`config.mk`:
```
export PLATFORM = sky130hd
export DESIGN_NAME = label_value_escape_and_trim
export DESIGN_NICKNAME = d
export VERILOG_FILES = /design/src/hdl/lvet_pkg.sv /design/src/hdl/label_value_escape_and_trim.sv /design/src/hdl/lvet_ring.sv
export SDC_FILE = /design/constraint.sdc
export NUM_CORES = 1
export LEC_CHECK = 0
export BUFFER_PORTS_ARGS = -buffer_cell sky130_fd_sc_hd__buf_4
export CORE_MARGIN = 2
export CORE_UTILIZATION = 40
export CTS_BUF_LIST = sky130_fd_sc_hd__clkbuf_4
export CTS_CLUSTER_DIAMETER = 40
export CTS_CLUSTER_SIZE = 12
export DETAILED_ROUTE_END_ITERATION = 6
export GPL_ROUTABILITY_DRIVEN = 1
export PLACE_DENSITY = 0.65
export RECOVER_POWER = 25
export REMOVE_ABC_BUFFERS = 1
export SYNTH_ARGS = -nofsm -noshare
export SYNTH_HDL_FRONTEND = slang
export SYNTH_SLANG_ARGS = --single-unit
```
`constraint.sdc`:
```
create_clock -name clock -period 5.8 [get_ports clock]
set_input_delay 1.74 -clock clock [delete_from_list [all_inputs] [get_ports clock]]
set_output_delay 1.74 -clock clock [all_outputs]
set_load 0.1 [all_outputs]
```
`src/hdl/lvet_pkg.sv`:
```
// ----------------------------------------------------------------------------
// Label value escape and trim: shared definitions
// Types, register codes, character constants and the escape helpers used by
// the block and its ring memory.
// ----------------------------------------------------------------------------
package lvet_pkg;

   typedef logic [7:0] lvet_char_type;
   typedef logic [1:0] lvet_policy_type;

   localparam int LVET_MAX_LABEL = 64;
   localparam int LVET_CSR_AW    = 3;
   localparam int LVET_CSR_DW    = 32;

   localparam logic [LVET_CSR_AW-1:0] LVET_CSR_POLICY = 3'd0;

   localparam lvet_policy_type LVET_POLICY_NONE   = 2'd0;
   localparam lvet_policy_type LVET_POLICY_WEAK   = 2'd1;
   localparam lvet_policy_type LVET_POLICY_STRONG = 2'd2;

   localparam lvet_char_type LVET_CH_NUL      = 8'h00;
   localparam lvet_char_type LVET_CH_CTRL_MAX = 8'd31;
   localparam lvet_char_type LVET_CH_DEL      = 8'd127;
   localparam lvet_char_type LVET_CH_PERCENT  = 8'h25;
   localparam lvet_char_type LVET_CH_DOT      = 8'h2e;
   localparam lvet_char_type LVET_CH_PIPE     = 8'h7c;
   localparam lvet_char_type LVET_CH_STAR     = 8'h2a;
   localparam lvet_char_type LVET_CH_QUEST    = 8'h3f;
   localparam lvet_char_type LVET_CH_DQUOTE   = 8'h22;
   localparam lvet_char_type LVET_CH_SQUOTE   = 8'h27;
   localparam lvet_char_type LVET_CH_BSLASH   = 8'h5c;
   localparam lvet_char_type LVET_CH_BTICK    = 8'h60;
   localparam lvet_char_type LVET_CH_ZERO     = 8'h30;
   localparam lvet_char_type LVET_CH_ALPHA    = 8'h57;

   // The weak policy escapes only NUL; any other nonzero code is strong.
   function automatic logic lvet_must_escape(lvet_policy_type policy, lvet_char_type c);
      logic esc;
      if (policy == LVET_POLICY_WEAK) begin
         esc = (c == LVET_CH_NUL);
      end else begin
         esc = (c <= LVET_CH_CTRL_MAX) || (c >= LVET_CH_DEL) ||
               (c == LVET_CH_PIPE) || (c == LVET_CH_STAR) || (c == LVET_CH_QUEST) ||
               (c == LVET_CH_DQUOTE) || (c == LVET_CH_SQUOTE) ||
               (c == LVET_CH_BSLASH) || (c == LVET_CH_BTICK);
      end
      return esc;
   endfunction

   function automatic lvet_char_type lvet_hex_digit(logic [3:0] nibble);
      lvet_char_type d;
      if (nibble < 4'd10) begin
         d = LVET_CH_ZERO + {4'h0, nibble};
      end else begin
         d = LVET_CH_ALPHA + {4'h0, nibble};
      end
      return d;
   endfunction

endpackage

```
`src/hdl/label_value_escape_and_trim.sv`:
```
// The block takes one byte of a label value per word and percent-escapes it
// by the policy register; a value longer than MAX_LABEL characters is cut to
// its head, "..." and its tail. Each byte is accepted while idle; its
// characters then come one at a time, output ones held while the result side stalls,
// and no new byte is taken until the last is through. Head characters leave
// as they are made; later ones go to a ring memory with one write and one
// read port. The word with the last byte adds the ellipsis when the value
// is trimmed, then flushes up to MAX_LABEL - MAX_LABEL/2 ring characters,
// each read in ST_RDREQ and passed on from the registered data in ST_RDOUT.
// The ring holds no reset contents and needs no clearing pass.
// ----------------------------------------------------------------------------
// Label value escape and trim
// Percent escaping of label bytes with middle truncation to MAX_LABEL.
// ----------------------------------------------------------------------------
module label_value_escape_and_trim #(
   parameter int MAX_LABEL = lvet_pkg::LVET_MAX_LABEL
) (
   input  logic                               clock,
   input  logic                               reset,
   input  logic                               csr_psel,
   input  logic                               csr_penable,
   input  logic                               csr_pwrite,
   input  logic [lvet_pkg::LVET_CSR_AW-1:0]   csr_paddr,
   input  logic [lvet_pkg::LVET_CSR_DW-1:0]   csr_pwdata,
   output logic [lvet_pkg::LVET_CSR_DW-1:0]   csr_prdata,
   output logic                               csr_pready,
   input  logic                               req_valid,
   output logic                               req_stall,
   input  lvet_pkg::lvet_char_type            req_value_byte,
   input  logic                               req_last_byte,
   output logic                               rsp_valid,
   input  logic                               rsp_stall,
   output lvet_pkg::lvet_char_type            rsp_out_char,
   output logic                               rsp_end_of_label,
   output logic                               rsp_was_trimmed
);
   import lvet_pkg::*;

   localparam int HALF  = MAX_LABEL / 2;
   localparam int DEPTH = MAX_LABEL - HALF;
   localparam int PW    = $clog2(DEPTH);
   localparam int LW    = $clog2(MAX_LABEL + 2);
   localparam int KW    = $clog2(DEPTH + 1);
   localparam int AW    = KW + 1;

   localparam logic [2:0] ST_IDLE  = 3'd0;
   localparam logic [2:0] ST_EMIT  = 3'd1;
   localparam logic [2:0] ST_DOTS  = 3'd2;
   localparam logic [2:0] ST_RDREQ = 3'd3;
   localparam logic [2:0] ST_RDOUT = 3'd4;

   logic [2:0]      state_ff, state_in;
   lvet_policy_type policy_ff, policy_in;
   lvet_char_type   byte_ff, byte_in;
   logic            last_ff, last_in;
   logic            esc_ff, esc_in;
   logic            pass_ff, pass_in;
   logic            trim_ff, trim_in;
   logic            tail_ff, tail_in;
   logic [1:0]      idx_ff, idx_in;
   logic [LW-1:0]   len_ff, len_in;
   logic [PW-1:0]   ptr_ff, ptr_in;
   logic [KW-1:0]   cnt_ff, cnt_in;
   logic [PW-1:0]   rdaddr_ff, rdaddr_in;
   logic            rsp_valid_ff, rsp_valid_in;
   lvet_char_type   rsp_char_ff, rsp_char_in;
   logic            rsp_end_ff, rsp_end_in;
   logic            rsp_trim_ff, rsp_trim_in;

   logic            accept;
   logic            csr_write;
   logic            out_free;
   logic            out_load;
   logic            ring_wr;
   logic            ring_rd;
   lvet_char_type   ring_q;
   lvet_char_type   cur_char;
   logic            to_ring;
   logic            emit_last;
   logic            acc_esc;
   logic [LW+1:0]   len_sum;
   logic [LW-1:0]   len_final;
   logic [AW-1:0]   start_sum;
   logic [PW-1:0]   start_addr;
   logic [PW-1:0]   ptr_next;
   logic [PW-1:0]   rdaddr_next;

   // Configuration port.
   assign csr_pready = 1'b1;
   assign csr_write  = csr_psel && csr_penable && csr_pwrite && csr_pready;
   assign csr_prdata = (csr_paddr == LVET_CSR_POLICY) ?
                       LVET_CSR_DW'(policy_ff) : '0;
   assign policy_in  = (csr_write && (csr_paddr == LVET_CSR_POLICY)) ?
                       csr_pwdata[1:0] : policy_ff;

   assign req_stall = (state_ff != ST_IDLE);
   assign accept    = req_valid && !req_stall;
   assign out_free  = !rsp_valid_ff || !rsp_stall;

   // Length after this byte, saturated one above the limit.
   assign acc_esc   = (policy_ff != LVET_POLICY_NONE) &&
                      lvet_must_escape(policy_ff, req_value_byte);
   assign len_sum   = (LW+2)'(len_ff) + (acc_esc ? (LW+2)'(3) : (LW+2)'(1));
   assign len_final = (len_sum > (LW+2)'(MAX_LABEL + 1)) ?
                      LW'(MAX_LABEL + 1) : len_sum[LW-1:0];

   assign to_ring   = !pass_ff && (len_ff >= LW'(HALF));
   assign emit_last = (idx_ff == (esc_ff ? 2'd2 : 2'd0));

   always_comb begin
      case (idx_ff)
         2'd0:    cur_char = esc_ff ? LVET_CH_PERCENT : byte_ff;
         2'd1:    cur_char = lvet_hex_digit(byte_ff[7:4]);
         default: cur_char = lvet_hex_digit(byte_ff[3:0]);
      endcase
   end

   assign ptr_next    = (ptr_ff == PW'(DEPTH - 1)) ? '0 : ptr_ff + PW'(1);
   assign rdaddr_next = (rdaddr_ff == PW'(DEPTH - 1)) ? '0 : rdaddr_ff + PW'(1);

   // Oldest ring entry still to be flushed: cnt_ff entries back from the
   // write pointer as it stands after this cycle.
   assign start_sum  = AW'(ptr_in) + AW'(DEPTH) - AW'(cnt_ff);
   assign start_addr = (start_sum >= AW'(DEPTH)) ?
                       PW'(start_sum - AW'(DEPTH)) : PW'(start_sum);

   always_comb begin
      state_in    = state_ff;
      byte_in     = byte_ff;
      last_in     = last_ff;
      esc_in      = esc_ff;
      pass_in     = pass_ff;
      trim_in     = trim_ff;
      tail_in     = tail_ff;
      idx_in      = idx_ff;
      len_in      = len_ff;
      ptr_in      = ptr_ff;
      cnt_in      = cnt_ff;
      rdaddr_in   = rdaddr_ff;
      out_load    = 1'b0;
      rsp_char_in = rsp_char_ff;
      rsp_end_in  = rsp_end_ff;
      rsp_trim_in = rsp_trim_ff;
      ring_wr     = 1'b0;
      ring_rd     = 1'b0;

      unique case (state_ff)
         ST_IDLE: begin
            if (accept) begin
               byte_in  = req_value_byte;
               last_in  = req_last_byte;
               esc_in   = acc_esc;
               pass_in  = (policy_ff == LVET_POLICY_NONE);
               trim_in  = (policy_ff != LVET_POLICY_NONE) && req_last_byte &&
                          (len_final > LW'(MAX_LABEL));
               tail_in  = (policy_ff != LVET_POLICY_NONE) && req_last_byte &&
                          (len_final > LW'(HALF));
               cnt_in   = (len_final > LW'(MAX_LABEL)) ? KW'(HALF - 3) :
                          KW'(len_final - LW'(HALF));
               idx_in   = 2'd0;
               state_in = ST_EMIT;
            end
         end
         ST_EMIT: begin
            if (to_ring || out_free) begin
               if (to_ring) begin
                  ring_wr = 1'b1;
                  ptr_in  = ptr_next;
               end else begin
                  out_load    = 1'b1;
                  rsp_char_in = pass_ff ? byte_ff : cur_char;
                  rsp_end_in  = emit_last && last_ff && !tail_ff;
                  rsp_trim_in = trim_ff;
               end
               if (!pass_ff && (len_ff <= LW'(MAX_LABEL))) begin
                  len_in = len_ff + LW'(1);
               end
               if (!emit_last) begin
                  idx_in = idx_ff + 2'd1;
               end else if (trim_ff) begin
                  idx_in   = 2'd0;
                  state_in = ST_DOTS;
               end else if (tail_ff) begin
                  rdaddr_in = start_addr;
                  state_in  = ST_RDREQ;
               end else begin
                  if (last_ff) begin
                     len_in = '0;
                     ptr_in = '0;
                  end
                  state_in = ST_IDLE;
               end
            end
         end
         ST_DOTS: begin
            if (out_free) begin
               out_load    = 1'b1;
               rsp_char_in = LVET_CH_DOT;
               rsp_end_in  = 1'b0;
               rsp_trim_in = 1'b1;
               if (idx_ff == 2'd2) begin
                  rdaddr_in = start_addr;
                  state_in  = ST_RDREQ;
               end else begin
                  idx_in = idx_ff + 2'd1;
               end
            end
         end
         ST_RDREQ: begin
            ring_rd  = 1'b1;
            state_in = ST_RDOUT;
         end
         ST_RDOUT: begin
            if (out_free) begin
               out_load    = 1'b1;
               rsp_char_in = ring_q;
               rsp_end_in  = (cnt_ff == KW'(1));
               rsp_trim_in = trim_ff;
               cnt_in      = cnt_ff - KW'(1);
               rdaddr_in   = rdaddr_next;
               if (cnt_ff == KW'(1)) begin
                  len_in   = '0;
                  ptr_in   = '0;
                  state_in = ST_IDLE;
               end else begin
                  state_in = ST_RDREQ;
               end
            end
         end
         default: begin
            state_in = ST_IDLE;
         end
      endcase
   end

   assign rsp_valid_in = out_load || (rsp_valid_ff && rsp_stall);

   always_ff @(posedge clock) begin
      if (reset) begin
         state_ff     <= ST_IDLE;
         policy_ff    <= LVET_POLICY_NONE;
         len_ff       <= '0;
         ptr_ff       <= '0;
         rsp_valid_ff <= 1'b0;
      end else begin
         state_ff     <= state_in;
         policy_ff    <= policy_in;
         len_ff       <= len_in;
         ptr_ff       <= ptr_in;
         rsp_valid_ff <= rsp_valid_in;
      end
   end

   always_ff @(posedge clock) begin
      byte_ff   <= byte_in;
      last_ff   <= last_in;
      esc_ff    <= esc_in;
      pass_ff   <= pass_in;
      trim_ff   <= trim_in;
      tail_ff   <= tail_in;
      idx_ff    <= idx_in;
      cnt_ff    <= cnt_in;
      rdaddr_ff <= rdaddr_in;
      if (out_load) begin
         rsp_char_ff <= rsp_char_in;
         rsp_end_ff  <= rsp_end_in;
         rsp_trim_ff <= rsp_trim_in;
      end
   end

   lvet_ring #(
      .DEPTH (DEPTH),
      .AW    (PW)
   ) u_ring (
      .clock   (clock),
      .wr_en   (ring_wr),
      .wr_addr (ptr_ff),
      .wr_data (cur_char),
      .rd_en   (ring_rd),
      .rd_addr (rdaddr_ff),
      .rd_data (ring_q)
   );

   assign rsp_valid        = rsp_valid_ff;
   assign rsp_out_char     = rsp_char_ff;
   assign rsp_end_of_label = rsp_end_ff;
   assign rsp_was_trimmed  = rsp_trim_ff;

`ifndef SYNTH
   a_ptr_range: assert property (@(posedge clock) disable iff (reset)
      {1'b0, ptr_ff} < (PW+1)'(DEPTH))
      else $error("Ring pointer left the ring.");

   a_len_range: assert property (@(posedge clock) disable iff (reset)
      len_ff <= LW'(MAX_LABEL + 1))
      else $error("Escaped length passed its saturation value.");

   a_end_clears: assert property (@(posedge clock) disable iff (reset)
      out_load && rsp_end_in |=> (len_ff == '0) && (ptr_ff == '0))
      else $error("Length or pointer not cleared after the final character.");

   a_ring_port: assert property (@(posedge clock) disable iff (reset)
      !(ring_wr && ring_rd))
      else $error("Ring written and read in the same cycle.");

   a_flush_count: assert property (@(posedge clock) disable iff (reset)
      (state_ff == ST_RDREQ) || (state_ff == ST_RDOUT) |-> cnt_ff != '0)
      else $error("Ring flush running with nothing left to send.");
`endif

endmodule

```
`src/hdl/lvet_ring.sv`:
```
// ----------------------------------------------------------------------------
// Label value escape and trim: tail ring memory
// Single-write, single-read synchronous memory with registered read data.
// ----------------------------------------------------------------------------
module lvet_ring #(
   parameter int DEPTH = 32,
   parameter int AW    = 5
) (
   input  logic                  clock,
   input  logic                  wr_en,
   input  logic [AW-1:0]         wr_addr,
   input  lvet_pkg::lvet_char_type wr_data,
   input  logic                  rd_en,
   input  logic [AW-1:0]         rd_addr,
   output lvet_pkg::lvet_char_type rd_data
);
   import lvet_pkg::*;

   lvet_char_type mem [DEPTH];
   lvet_char_type rd_data_ff;

   always_ff @(posedge clock) begin
      if (wr_en) begin
         mem[wr_addr] <= wr_data;
      end
      if (rd_en) begin
         rd_data_ff <= mem[rd_addr];
      end
   end

   assign rd_data = rd_data_ff;

endmodule

```
==> qor.txt, run 1 <==
final worst path period share -> 0.815
core area -> 34,700 sq um
LEAKAGE -> 5.01 nW
crit path launch type -> input pin
CTS Root Cell -> clkbuf_4
post-synthesis sequential area ratio -> 0.661
synthesized area -> 14,200 sq um
fillcell total -> 3,089
ys async rst share -> 0
synth top area cells -> edfxtp_1 (64%), mux4_2 (11%), dfxtp_1 (2.5%), nor2_1 (2.2%), ha_1 (2.0%)
antenna violations before repair -> 1
Starting Density -> 0.409
min-delay worst type -> reg -> reg
yosys warns -> 0
Port Buf Inserts -> 34
most frequent cells after synthesis -> edfxtp_1 (300), nor2_1 (84), mux4_2 (72)
setup_tns -> 0 ns
final WL -> 29,300 um
Max-Cap Viols -> 3
CTS tree -> done
placed inst area -> 14,800 sq um
clk sinks -> 318
Avg Cell Area, Syn -> 15.8 sq um
top-count cell post-synth -> edfxtp_1
Setup crit end kind -> register
via count -> 7,796
routed length per placed instance -> 20.4 um
DR DRC count -> 0
Resize count post-CTS -> 0
All-Layer GR Usage -> 0.160
first-pass GRT wire length -> 44,300 um
critical path arrival -> 5.14 ns
htree depth -> 2
Worst-path clk slew -> 0.12 ns
gpl congestion -> 0.853
Initial DRC Count -> 661
fin area -> 15,400 sq um
hold buffer count at CTS -> 0
Post-Syn Instances -> 897
P&R area growth vs syn -> 8.51%
Skew-Pair Late Insertion Delay -> 0.72 ns
Achievable Freq -> 211 MHz
number of I/O pins -> 96
hpwl dp -> 18,700 um
row cnt -> 68
antenna-violating nets left -> 0
final setup skew -> 0.0630 ns
Most used DFF post-synth -> edfxtp_1
CP Data Required Time -> 6.22 ns
Slew Viols, Final -> 135
Relative slew margins -> -0.259
Pre-antenna DRT Iters -> 5
number of global-route vias before repair -> 7,523
largest area contributor in the netlist -> edfxtp_1
Horiz. Die Dim -> 192 um
pin count of the biggest net entering global routing -> 68
Post-synth EDFFs -> 300
RSZ-0062 raised after global routing -> false
Finish-stage setup viols -> 0
clock buffer count from CTS -> 47
status -> finished, violations left
largest fanout on the critical path -> 10
setup bufs post-CTS -> 0
slew of the pin with the lowest slew margin -> 1.89 ns
register bit total from synthesis -> 318
clock buffer depth -> 3
gr ovfl total -> 0
vias per cell -> 5.44
CP Class -> in -> reg
Netlist cell types -> 72
PwrDens -> 388 nW/um^2
total power -> 5.97 mW
Final min period -> 4.73 ns
final hold violations -> 0
Yosys top cell area share -> 0.635
failing checks -> max-capacitance violations, max-slew violations
chip height -> 192 um
area of the die -> 37,000 sq um
layout cell share with drive strength beyond 1 -> 0.199
peak supply drop -> 0.322 mV
NumNets Final -> 1,018
[critical path, stage by stage]
cell and delay [ns]:
clkbuf_4 0.11, and2_0 0.30, or4_1 0.87, a21boi_0 0.27
mux2i_1 0.26, ha_1 0.17, inv_1 0.06, fa_1 0.41
a21o_1 0.18, a21oi_1 0.19, xor2_1 0.10, and4_1 0.21
a211o_1 0.26
[cell families after synthesis]
| family | share of synthesized area |
|---|---|
| flip-flops | 0.661 |
| other | 0.000530 |
| multiplexers | 0.131 |
| AND/OR/NAND/NOR | 0.0702 |
| AO/OA/AOI/OAI | 0.0626 |
| XOR/XNOR | 0.0136 |
| adder cells (fa/ha/maj) | 0.0231 |
| buffers and inverters | 0.0379 |
[where the power goes]
group          leakage (nW)  internal, mW  total [mW]  switching (mW)
combinational          1.80         0.382        1.52            1.14
sequential             2.86          2.95        3.03          0.0862
clock                 0.351         0.517        1.41           0.897
[placed cells by master (no fill, tap or decap), types with 12 or more instances in the layout]
cell      instances
inv_1            27
clkbuf_1         14
xnor2_1          12
mux2i_1          23
inv_6            12
edfxtp_1        300
nor2b_1          12
nor2_1           84
nand2_1          32
dfxtp_1          18
clkbuf_4         51
a21oi_1          27
nand3_1          13
mux4_2           72
buf_4            25
ha_1             23
conb_1           31
o21ai_0          35
[state kept, by name, indices dropped and copies added, names as in the netlist, 2 cells and up]
name,flops
cnt_ff,6
ptr_ff,5
len_ff,7
idx_ff,2
policy_ff,2
rdaddr_ff,5
state_ff,3
byte_ff,8
rsp_out_char,8
u_ring.rd_data,8
u_ring.mem,256
[metal layers]
| metal | part of all wire | track usage | wire length (um) |
|---|---|---|---|
| met1 | 0.44 | 0.227 | 12800 |
| met4 | 0.023 | 0.0520 | 660 |
| met2 | 0.47 | 0.248 | 13700 |
| met3 | 0.071 | 0.0324 | 2080 |
| met5 | 0 | 0 | 0 |
[stage by stage]
| stage | setup WS, ns | util | hold slack [ns] | cells |
|---|---|---|---|---|
| 2_1_floorplan | 1.19 | - | 0.494 | 849 |
| 3_3_place_gp | 0.779 | 0.427 | 0.513 | 1348 |
| 3_5_place_dp | 0.769 | 0.427 | 0.517 | 1348 |
| 4_1_cts | 1.48 | 0.445 | 0.548 | 1432 |
| 5_1_grt | 0.980 | 0.443 | 0.577 | 1433 |
| 6_report | 1.07 | 0.443 | 0.548 | 1433 |
[final timing paths]
path	slack, ns	cells past startpoint	start	end
min	0.55	2	u_ring.rd_data[6]	rsp_out_char[6]
min reg2reg	0.55	2	u_ring.rd_data[6]	rsp_out_char[6]
max	1.07	13	rsp_stall	rdaddr_ff[4]
max reg2reg	1.37	12	state_ff[2]	rdaddr_ff[4]
[area by class of cell]
cell class | count | area, sq um | area share
Sequential cell | 318 | 9370 | 0.609
Multi-Input combinational cell | 504 | 4420 | 0.287
Tap cell | 455 | 569 | 0.0370
Clock buffer | 48 | 360 | 0.0234
Timing Repair Buffer | 44 | 288 | 0.0187
Clock inverter | 36 | 279 | 0.0181
Inverter | 27 | 101 | 0.00659
Antenna cell | 1 | 2.50 | 0.000163
Power figures use the tool's default switching activity.
==> inputs of run 2 (changes only) <==
clock period = 4.8 ns   (was 5.8 ns; I/O delays follow)
==> run 2 against run 1 <==
Effect of this change:
- combinational power rose by 22%
- die area is the same
- critical endpoint unchanged
- the flow still finishes with violations (max-capacitance violations, max-slew violations)
- non-clock buffer count is 7 higher
- first-iteration DRC count grew 0.45%
- highest routed layer unchanged
==> qor.txt, run 2 (synthesis gave the netlist of run 1 again) <==
Sequential Area -> 9370 sq um (unchanged)
first-pass GRT wire length -> 44,600 um (was 44,300 um)
clk sinks -> 318 (unchanged)
hold_ws -> 0.577 ns (was 0.548 ns)
fillcell total -> 3,082 (was 3,089)
number of global-route vias before repair -> 7,632 (was 7,523)
utilization after layout -> 0.446 (was 0.443)
slew of the pin with the lowest slew margin -> 1.88 ns (was 1.89 ns)
final worst path period share -> 0.816
setup bufs post-CTS -> 0 (unchanged)
max reg flops -> 256 (unchanged)
Skew-Pair Late Insertion Delay -> 0.69 ns (was 0.72 ns)
PnR worst setup slack -> 0.881 ns (was 1.07 ns)
antenna-violating nets left -> 0 (unchanged)
vias per cell -> 5.44 (about the same)
total power -> 7.34 mW (was 5.97 mW)
CP Class -> reg -> reg (was in -> reg)
worst setup path startpoint -> state_ff[0] (was rsp_stall)
hpwl dp -> 18,800 um (was 18,700 um)
Pre-antenna DRT Iters -> 5 (unchanged)
Finish-stage setup viols -> 0 (unchanged)
hold path start -> u_ring.rd_data[4] (was u_ring.rd_data[6])
critical path arrival -> 4.35 ns (was 5.14 ns)
Worst-path clk slew -> 0.12 ns (about the same)
core area -> 34,700 sq um (unchanged)
Port Buf Inserts -> 34 (unchanged)
pre-CTS worst setup slack -> 0.377 ns (was 0.769 ns)
row cnt -> 68 (unchanged)
most common cell after layout, fill and taps aside -> edfxtp_1 (unchanged)
WP buf/inv -> 1 (was 2)
P&R area growth vs syn -> 9.14% (was 8.51%)
Initial DRC Count -> 664 (was 661)
routed length per placed instance -> 20.4 um (about the same)
Cell Chain, Critical Path -> or3b_1 -> or4_1 -> clkbuf_1 -> and2_0 -> o2bb2ai_1 -> ha_1 -> a21o_1 -> a21oi_1 -> xor2_1 -> and4_1 -> a211o_1 (was clkbuf_4 -> and2_0 -> or4_1 -> a21boi_0 -> mux2i_1 -> ha_1 -> inv_1 -> fa_1 -> a21o_1 -> a21oi_1 -> xor2_1 -> and4_1 -> a211o_1)
chip height -> 192 um (unchanged)
Top Family by Delay on Critical Path -> simple AND/OR/NAND/NOR gates (unchanged)
status -> finished, violations left (unchanged)
clock buffer count from CTS -> 43 (was 47)
failing checks -> max-capacitance violations, max-slew violations (unchanged)
gr ovfl total -> 0 (unchanged)
Largest Register -> u_ring.mem (unchanged)
most frequent cells in the layout -> edfxtp_1 (300), nor2_1 (84), mux4_2 (72) (unchanged)
Placed Instances -> 1,355 (was 1,348)
area of the die -> 37,000 sq um (unchanged)
CTS Root Cell -> clkbuf_4 (unchanged)
DR DRC count -> 0 (unchanged)
fin area -> 15,500 sq um (was 15,400 sq um)
min-delay worst type -> reg -> reg (unchanged)
Horiz. Die Dim -> 192 um (unchanged)
Relative slew margins -> -0.255 (was -0.259)
largest fanout on the critical path -> 15 (was 10)
Setup crit end kind -> register (unchanged)
RSZ-0062 raised after global routing -> false (unchanged)
peak supply drop -> 0.577 mV (was 0.322 mV)
setup_tns -> 0 ns (unchanged)
beginning of the worst register-to-register path -> state_ff[0] (was state_ff[2])
gpl congestion -> 0.882 (was 0.853)
CP Data Required Time -> 5.23 ns (was 6.22 ns)
via count -> 7,785 (was 7,796)
Starting Density -> 0.409 (unchanged)
NumNets Final -> 1,021 (was 1,018)
placed inst area -> 14,900 sq um (was 14,800 sq um)
Max-Cap Viols -> 3 (unchanged)
non-filler instance count after layout -> 1,432 (was 1,433)
Multi-input gate area -> 4410 sq um (was 4420 sq um)
Resize count post-CTS -> 0 (unchanged)
layout cell share with drive strength beyond 1 -> 0.201 (was 0.199)
pin count of the biggest net entering global routing -> 68 (unchanged)
clock buffer depth -> 3 (unchanged)
Slew Viols, Final -> 134 (was 135)
PwrDens -> 474 nW/um^2 (was 388 nW/um^2)
crit path launch type -> register (was input pin)
Achievable Freq -> 255 MHz
hold buffer count at CTS -> 0 (unchanged)
CP max-delay cell -> or3b_1 (was or4_1)
number of I/O pins -> 96 (unchanged)
final setup skew -> 0.0621 ns (was 0.0630 ns)
biggest cell delay along the critical path -> 0.67 ns (was 0.87 ns)
antenna violations before repair -> 1 (unchanged)
Final min period -> 3.92 ns
final hold violations -> 0 (unchanged)
final WL -> 29,200 um (was 29,300 um)
htree depth -> 2 (unchanged)
CTS tree -> done (unchanged)
LEAKAGE -> 5.06 nW (was 5.01 nW)
All-Layer GR Usage -> 0.161 (was 0.160)
==> run 2: cell count changes in the layout (fill, tap and decap cells not counted), sizes merged <==
cell,delta
buf,+6
inv,-7
clkinvlp,-1
clkbuf,+3
clkinv,-6
bufinv,+4
==> run 2: worst min-delay path, delay by kind of cell (launching register included) <==
family,cells,cell delay [ns]
flip-flops,1,0.35
AO/OA/AOI/OAI,1,0.06
AND/OR/NAND/NOR,1,0.05
==> run 2: area by class of cell <==
cell class | count | area share
flip-flops and latches | 318 | 0.605
multi-input cells | 504 | 0.285
well taps | 455 | 0.0368
clock buffers | 50 | 0.0243
repair buffers | 51 | 0.0217
clock inverters | 26 | 0.0200
inverters | 27 | 0.00655
diodes | 1 | 0.000162
==> run 2: final timing paths <==
kind	depth (start not counted)	endpoint	slack (ns)
setup / recovery	11	rdaddr_ff[4]	0.88
hold / removal	2	rsp_out_char[4]	0.58
setup reg to reg	11	rdaddr_ff[4]	0.88
hold reg to reg	2	rsp_out_char[4]	0.58
==> run 2: report_power, final <==
part | internal [mW] | switching [mW]
clock | 0.821 | 1.00
sequential | 3.55 | 0.103
combinational | 0.475 | 1.38
total | 4.85 | 2.49
==> run 2: routing by layer <==
metal,part of all wire,GRT usage
met5,0,0
met4,0.022,0.0464
met3,0.063,0.0293
met2,0.48,0.262
met1,0.44,0.221
